--- config.mk ---
export PLATFORM = sky130hd
export DESIGN_NAME = line_rasterizer
export DESIGN_NICKNAME = d
export VERILOG_FILES = /design/src/design/lr_pkg.sv /design/src/design/lr_ctrl.sv /design/src/design/lr_datapath.sv /design/src/design/line_rasterizer.sv
export SDC_FILE = /design/constraint.sdc
export NUM_CORES = 1
export LEC_CHECK = 0
export ABC_AREA = 1
export BUFFER_PORTS_ARGS = -buffer_cell sky130_fd_sc_hd__buf_2
export CORE_UTILIZATION = 53
export DETAILED_ROUTE_END_ITERATION = 6
export PLACE_DENSITY = 0.72
export SETUP_SLACK_MARGIN = 0.1
export SLEW_MARGIN = 20
export SYNTH_ARGS = -nofsm -noshare
export SYNTH_HDL_FRONTEND = slang
export SYNTH_SLANG_ARGS = --single-unit
--- constraint.sdc ---
create_clock -name clk -period 8.6 [get_ports clk]
set_input_delay 1.72 -clock clk [delete_from_list [all_inputs] [get_ports clk]]
set_output_delay 1.72 -clock clk [all_outputs]
set_load 0.02 [all_outputs]
--- src/design/lr_pkg.sv ---
// Shared types, constants and helpers for the line rasterizer.
package lr_pkg;

  localparam int COORD_BITS = 12;
  localparam int ERR_BITS   = COORD_BITS + 1;
  localparam int COLOR_BITS = 16;

  // Operation codes on the command channel
  localparam logic OP_LOAD = 1'b0;
  localparam logic OP_STEP = 1'b1;

  typedef logic signed [COORD_BITS-1:0] coord_t;
  typedef logic        [COORD_BITS-1:0] delta_t;
  typedef logic signed [ERR_BITS-1:0]   err_t;
  typedef logic        [COLOR_BITS-1:0] color_t;

  // Controller to datapath commands
  typedef struct packed {
    logic load;   // latch raw endpoints and colour
    logic setup;  // order endpoints, form deltas and error term
    logic step;   // emit a pixel and advance
  } lr_cmd_t;

  // Datapath to controller status
  typedef struct packed {
    logic last;   // cursor has reached the end of the line
  } lr_status_t;

  // Sign-extend a coordinate to error width
  function automatic err_t ext(input coord_t v);
    return err_t'({v[COORD_BITS-1], v});
  endfunction

  // Magnitude of a signed difference
  function automatic err_t mag(input err_t v);
    return v[ERR_BITS-1] ? -v : v;
  endfunction

endpackage

--- src/design/lr_ctrl.sv ---
// Controller: sequences load, setup and pixel steps and owns the beat handshakes.
module lr_ctrl (
  input  logic               clk,
  input  logic               rst,
  input  logic               cmd_valid,
  output logic               cmd_stall,
  input  logic               op,
  output logic               pix_valid,
  input  logic               pix_stall,
  output lr_pkg::lr_cmd_t    cmd,
  input  lr_pkg::lr_status_t status
);
  import lr_pkg::*;

  localparam logic [1:0] ST_IDLE  = 2'd0;
  localparam logic [1:0] ST_SETUP = 2'd1;
  localparam logic [1:0] ST_DRAW  = 2'd2;

  logic [1:0] state, state_next;
  logic       pix_valid_next;
  logic       accept;

  // Hold off while setting up, or while a pixel waits on a stalled receiver
  assign cmd_stall = (state == ST_SETUP) || (pix_valid && pix_stall);
  assign accept    = cmd_valid && !cmd_stall;

  // Next state and commands
  always_comb begin
    state_next     = state;
    cmd            = '0;
    pix_valid_next = pix_valid && pix_stall;
    unique case (state)
      ST_SETUP: begin
        cmd.setup  = 1'b1;
        state_next = ST_DRAW;
      end
      ST_DRAW: begin
        if (accept && op == OP_STEP) begin
          cmd.step       = 1'b1;
          pix_valid_next = 1'b1;
          if (status.last) state_next = ST_IDLE;
        end
      end
      default: begin
      end
    endcase
    // a load replaces any line in progress
    if (accept && op == OP_LOAD) begin
      cmd.load   = 1'b1;
      state_next = ST_SETUP;
    end
  end

  always_ff @(posedge clk) begin
    if (rst) begin
      state     <= ST_IDLE;
      pix_valid <= 1'b0;
    end else begin
      state     <= state_next;
      pix_valid <= pix_valid_next;
    end
  end

endmodule

--- src/design/lr_datapath.sv ---
// Datapath: endpoint setup, Bresenham stepping and the pixel output register.
module lr_datapath (
  input  logic            clk,
  input  lr_pkg::lr_cmd_t cmd,
  output lr_pkg::lr_status_t status,
  input  lr_pkg::coord_t  x_start,
  input  lr_pkg::coord_t  y_start,
  input  lr_pkg::coord_t  x_end,
  input  lr_pkg::coord_t  y_end,
  input  lr_pkg::color_t  color,
  output lr_pkg::coord_t  pixel_x,
  output lr_pkg::coord_t  pixel_y,
  output lr_pkg::color_t  pixel_color,
  output logic            last_pixel
);
  import lr_pkg::*;

  // Raw endpoints and steepness from the load beat
  coord_t ax, ay, bx, by;
  logic   steep;
  // Drawing state
  coord_t major_cursor, minor_cursor, major_limit;
  delta_t major_delta, minor_delta;
  err_t   error_term;
  logic   minor_step_negative, axes_swapped;
  color_t line_colour;

  // Setup combinational terms
  coord_t a_maj, a_min, b_maj, b_min;
  coord_t lo_maj, lo_min, hi_maj, hi_min;
  logic   swap_ends;
  err_t   maj_diff, min_diff;
  // Step combinational terms
  err_t   err_sub;

  assign status.last = major_cursor >= major_limit;

  // Swap axes for steep lines, then order so the major coordinate rises
  always_comb begin
    a_maj     = steep ? ay : ax;
    a_min     = steep ? ax : ay;
    b_maj     = steep ? by : bx;
    b_min     = steep ? bx : by;
    swap_ends = a_maj > b_maj;
    lo_maj    = swap_ends ? b_maj : a_maj;
    lo_min    = swap_ends ? b_min : a_min;
    hi_maj    = swap_ends ? a_maj : b_maj;
    hi_min    = swap_ends ? a_min : b_min;
    maj_diff  = ext(hi_maj) - ext(lo_maj);
    min_diff  = mag(ext(hi_min) - ext(lo_min));
  end

  assign err_sub = error_term - err_t'({1'b0, minor_delta});

  always_ff @(posedge clk) begin
    // load beat: latch endpoints, decide steepness
    if (cmd.load) begin
      ax          <= x_start;
      ay          <= y_start;
      bx          <= x_end;
      by          <= y_end;
      line_colour <= color;
      steep       <= mag(ext(y_end) - ext(y_start)) > mag(ext(x_end) - ext(x_start));
    end
    // setup cycle
    if (cmd.setup) begin
      major_cursor        <= lo_maj;
      minor_cursor        <= lo_min;
      major_limit         <= hi_maj;
      major_delta         <= maj_diff[COORD_BITS-1:0];
      minor_delta         <= min_diff[COORD_BITS-1:0];
      error_term          <= err_t'({2'b00, maj_diff[COORD_BITS-1:1]});
      minor_step_negative <= !(lo_min < hi_min);
      axes_swapped        <= steep;
    end
    // pixel step
    if (cmd.step) begin
      pixel_x     <= axes_swapped ? minor_cursor : major_cursor;
      pixel_y     <= axes_swapped ? major_cursor : minor_cursor;
      pixel_color <= line_colour;
      last_pixel  <= status.last;
      if (!status.last) begin
        major_cursor <= major_cursor + coord_t'(1);
        if (err_sub[ERR_BITS-1]) begin
          minor_cursor <= minor_step_negative ? minor_cursor - coord_t'(1)
                                              : minor_cursor + coord_t'(1);
          error_term   <= err_sub + err_t'({1'b0, major_delta});
        end else begin
          error_term   <= err_sub;
        end
      end
    end
  end

endmodule

--- src/design/line_rasterizer.sv ---
// Top level of the Bresenham line rasterizer.
//
// Command channel (cmd_valid / cmd_stall) carries op, endpoints and colour.
// op = load latches a new line; op = step asks for the next pixel. A load
// emits nothing and replaces any line in progress. A step while no line is
// active is taken and dropped.
// Pixel channel (pix_valid / pix_stall) carries pixel_x, pixel_y,
// pixel_color and last_pixel; last_pixel marks the end of the line.
// A pixel beat is registered: it appears in the cycle after its step beat
// is taken. Throughput: one step beat per cycle while drawing and no pixel
// waits on a stalled receiver. After a load the command channel stalls in
// the setup state, where endpoints are swapped, ordered and deltas formed.
// A pixel held by a stalled receiver stalls the command channel, so no
// pixel is lost; the output register lets the next step be taken in the
// same cycle the waiting pixel is taken.
// Reset (rst, synchronous) returns the block to idle with no pixel pending.
module line_rasterizer (
  input  logic           clk,
  input  logic           rst,
  input  logic           cmd_valid,
  output logic           cmd_stall,
  input  logic           op,
  input  lr_pkg::coord_t x_start,
  input  lr_pkg::coord_t y_start,
  input  lr_pkg::coord_t x_end,
  input  lr_pkg::coord_t y_end,
  input  lr_pkg::color_t color,
  output logic           pix_valid,
  input  logic           pix_stall,
  output lr_pkg::coord_t pixel_x,
  output lr_pkg::coord_t pixel_y,
  output lr_pkg::color_t pixel_color,
  output logic           last_pixel
);
  import lr_pkg::*;

  lr_cmd_t    cmd;
  lr_status_t status;

  // Sequencing and handshakes
  lr_ctrl u_ctrl (
    .clk       (clk),
    .rst       (rst),
    .cmd_valid (cmd_valid),
    .cmd_stall (cmd_stall),
    .op        (op),
    .pix_valid (pix_valid),
    .pix_stall (pix_stall),
    .cmd       (cmd),
    .status    (status)
  );

  // Arithmetic and pixel register
  lr_datapath u_datapath (
    .clk         (clk),
    .cmd         (cmd),
    .status      (status),
    .x_start     (x_start),
    .y_start     (y_start),
    .x_end       (x_end),
    .y_end       (y_end),
    .color       (color),
    .pixel_x     (pixel_x),
    .pixel_y     (pixel_y),
    .pixel_color (pixel_color),
    .last_pixel  (last_pixel)
  );

endmodule
==> results.txt <==
Syn Inst Count -> 1606
CP max stage delay -> 0.88 ns
Crit path top cell by count -> inv_1
fill count -> 2143
# port buffers -> 111
commonest non-fill, non-tap cell in the layout -> nand2_1
Post-Syn Area -> 12900 um2
WP data arrival -> 7.67 ns
Clk pwr share -> 14.5%
Worst Path Buf+Inv -> 9
Clock Path Buffers -> 2
cell internal pwr -> 3.02 mW
Setup TNS -> 0 ns
die area -> 25100 um2
Placed Area -> 13800 um2
final setup violation count -> 0
Mapped Nets -> 1796
top cells by area, synth -> edfxtp_1 33%, ha_1 11%, nand2_1 10%
Tcrit/Tclk final -> 86.9%
postcts setup bufs -> 0
Synth top area share -> 33.4%
IO Pins -> 112
core area -> 23700 um2
kind of cell adding the most delay to the critical path -> buffers and inverters
Vias/cell -> 5.31
ys async rst share -> 0%
Synth cell types -> 54
NetSw -> 2.93 mW
1st-pass router iterations -> 5
Crit. path cell count -> 26
CP Launch Type -> flip-flop
FF-to-FF setup slack -> 1.13 ns
CTS Sinks -> 184
initial drt markers -> 815
final WL -> 32000 um
FF-to-FF Start -> u_datapath.steep$_DFFE_PP_
Max Slew Vio Count -> 0
Worst R2R Path Depth -> 26
min-delay worst type -> reg2reg
crit path kind -> reg2reg
first-pass GRT wire length -> 50400 um
most frequent cells in the layout -> 359 x nand2_1, 240 x inv_1, 151 x o21ai_0
GRT Total Usage -> 26.3%
Syn. warnings -> 0
hold buffers post-CTS -> 0
drt drc -> 0
Chip Width -> 158 um
Peak VDD IR -> 0.248 mV
fin area -> 14400 um2
Main synth FF type -> edfxtp_1
Required @ worst endpoint -> 8.80 ns
max cap viols -> 0
Setup crit end -> u_datapath.minor_delta[8]$_DFFE_PP_
layout cells sized above 1 -> 11.3%
initial core utilization -> 54.7%
Tot Pwr -> 5.95 mW
Vias -> 10800
post-placement cell count -> 2001
critical-path maximum fanout -> 65
sequential area share after synthesis -> 39.6%
Layout Nets -> 1892
ANT cells -> 0
CTS clk-pin slew, worst paths -> 0.09 ns
Largest regs -> u_datapath.line_colour x16, u_datapath.pixel_color x16, u_datapath.error_term x13
sequential power share -> 23.5%
fmax -> 134 MHz
P_leak -> 6.86 nW
r2r endpoint -> u_datapath.minor_delta[8]$_DFFE_PP_
global placer's final weighted congestion -> 0.960
fin cells -> 2034
combinational share of power -> 62.0%
num rows -> 56
DP Wirelength -> 25300 um
initial antenna violation count -> 0
DIE HEIGHT -> 158 um
largest net degree at the start of global routing -> 68
antenna viol nets, final -> 0
P per Cell Area -> 412 nW/um2
switching part of the total -> 49.3%
top cell type by total area after synthesis -> edfxtp_1
CTS tree -> built
vias in the first global route -> 10300
global route overflow -> 0
clock root cell -> clkbuf_16
worst-margin pin slew -> 1.05 ns
critical path endpoint category -> flip-flop
H-tree Lvls -> 4
Yosys reg bits -> 184
Post-synth EDFFs -> 144
# resized after CTS -> 0
Clock Skews -> 0.0145 ns
worst-path cell with the longest stage delay -> edfxtp_1
final hold vios -> 0
RSZ-0062 raised after global routing -> false
status -> complete, no violations
worst relative slew slack -> 29.8%
CTS Buf Count -> 17
syn_area_per_cell -> 8.06 um2
Worst setup startpoint -> u_datapath.steep$_DFFE_PP_
Worst-Skew Late Latency -> 0.44 ns
wire per inst -> 15.7 um
Area growth syn-to-layout -> 11.6%
min Tclk post-route -> 7.47 ns
-- routing by layer --
metal / part of all wire (%) / global-route usage (%) / wire [um] / vias up
met5: 0 / 0 / 0 / -
met4: 2.9 / 9.89 / 925 / 0
met3: 4.1 / 2.91 / 1300 / 43
met2: 48 / 45.8 / 15400 / 243
met1: 45 / 33.5 / 14300 / 5003
li1: - / - / - / 5518
-- kinds of logic (layout without fill, tap and decap cells) --
family | Yosys count | after routing | share of synthesized area [%]
mux | 1 | 1 | 0.0773
flops | 184 | 184 | 39.6
fa+ha+maj | 121 | 121 | 12.0
xor+xnor | 100 | 100 | 6.88
buf+inv | 288 | 397 | 8.67
compound gates | 320 | 320 | 13.3
simple gates | 592 | 592 | 19.4
-- worst register-to-register path: stages (launching register included) --
cell and delay [ns]:
edfxtp_1 0.88, buf_4 0.55, nand2_1 0.11, o21ai_0 0.13, inv_1 0.11, ha_1 0.42
nand2_1 0.12, inv_2 0.08, nand2_1 0.08, inv_1 0.09, nand3_2 0.32, nand3_4 0.47
clkinv_1 0.87, o21ai_0 0.58, inv_1 0.13, fa_1 0.49, o31ai_2 0.38, a21oi_1 0.17
inv_1 0.08, nand2_1 0.04, and3_1 0.16, or2_0 0.20, nand2_1 0.25, inv_1 0.13
a21oi_1 0.20, xor2_1 0.16, inv_1 0.05
-- worst min path at each step --
stage / startpoint / to / slack, ns / cells past startpoint
floorplan: u_datapath.line_colour[0]$_DFFE_PP_ / u_datapath.pixel_color[0]$_DFFE_PP_ / 0.40 / 0
global placement: u_datapath.line_colour[6]$_DFFE_PP_ / u_datapath.pixel_color[6]$_DFFE_PP_ / 0.40 / 0
detailed placement: u_datapath.line_colour[0]$_DFFE_PP_ / u_datapath.pixel_color[0]$_DFFE_PP_ / 0.40 / 0
CTS: u_datapath.line_colour[15]$_DFFE_PP_ / u_datapath.pixel_color[15]$_DFFE_PP_ / 0.43 / 0
global route: u_datapath.line_colour[8]$_DFFE_PP_ / u_datapath.pixel_color[8]$_DFFE_PP_ / 0.43 / 0
finish: u_datapath.line_colour[15]$_DFFE_PP_ / u_datapath.pixel_color[15]$_DFFE_PP_ / 0.42 / 0
-- synthesized netlist by cell type, types with 2 or more instances --
cell type	n
nand2_1	359
inv_1	241
o21ai_0	151
edfxtp_1	144
ha_1	115
a21oi_1	111
nor2_1	89
xor2_1	74
nand3_1	73
dfxtp_1	40
clkbuf_1	24
xnor2_1	24
nor3_1	20
o21ai_1	17
nand2_2	13
buf_2	12
nand4_1	9
a31oi_1	8
nand3_2	8
a21o_1	6
fa_1	6
inv_2	5
nand3b_1	5
and2_1	4
o31ai_1	4
a211oi_1	3
buf_6	3
o21bai_1	3
a21oi_2	2
a22oi_2	2
nor3b_1	2
nor4_1	2
o211ai_1	2
o21ai_2	2
or2_1	2
or2_2	2
xor2_2	2
-- through the flow --
step           setup slack (ns)  hold WS (ns)  utilization (%)
4_1_cts                    1.64         0.426             60.9
6_report                   1.13         0.424             61.0
3_5_place_dp               1.69         0.405             58.1
3_3_place_gp               1.90         0.400             58.1
5_1_grt                   0.303         0.430             61.0
2_1_floorplan              3.41         0.400                -
-- power groups by stage --
stage	Sequential [mW]	Combinational, mW	Clock (mW)
after CTS	1.40	3.66	0.875
after detailed placement	1.41	3.63	0
after global routing	1.42	4.18	0.905
final	1.40	3.69	0.865
after floorplan	1.36	2.87	0
after global placement	1.41	3.54	0
-- cell type report --
| cell class | instances | area [um2] | share of cell area, % |
|---|---|---|---|
| clock buffers | 17 | 425 | 2.94 |
| clock inverters | 15 | 230 | 1.59 |
| inverters | 247 | 927 | 6.42 |
| multi-input cells | 1134 | 6710 | 46.5 |
| flip-flops and latches | 184 | 5120 | 35.5 |
| well taps | 319 | 399 | 2.76 |
| repair buffers | 118 | 628 | 4.35 |
(Power assumes the default switching activity.)
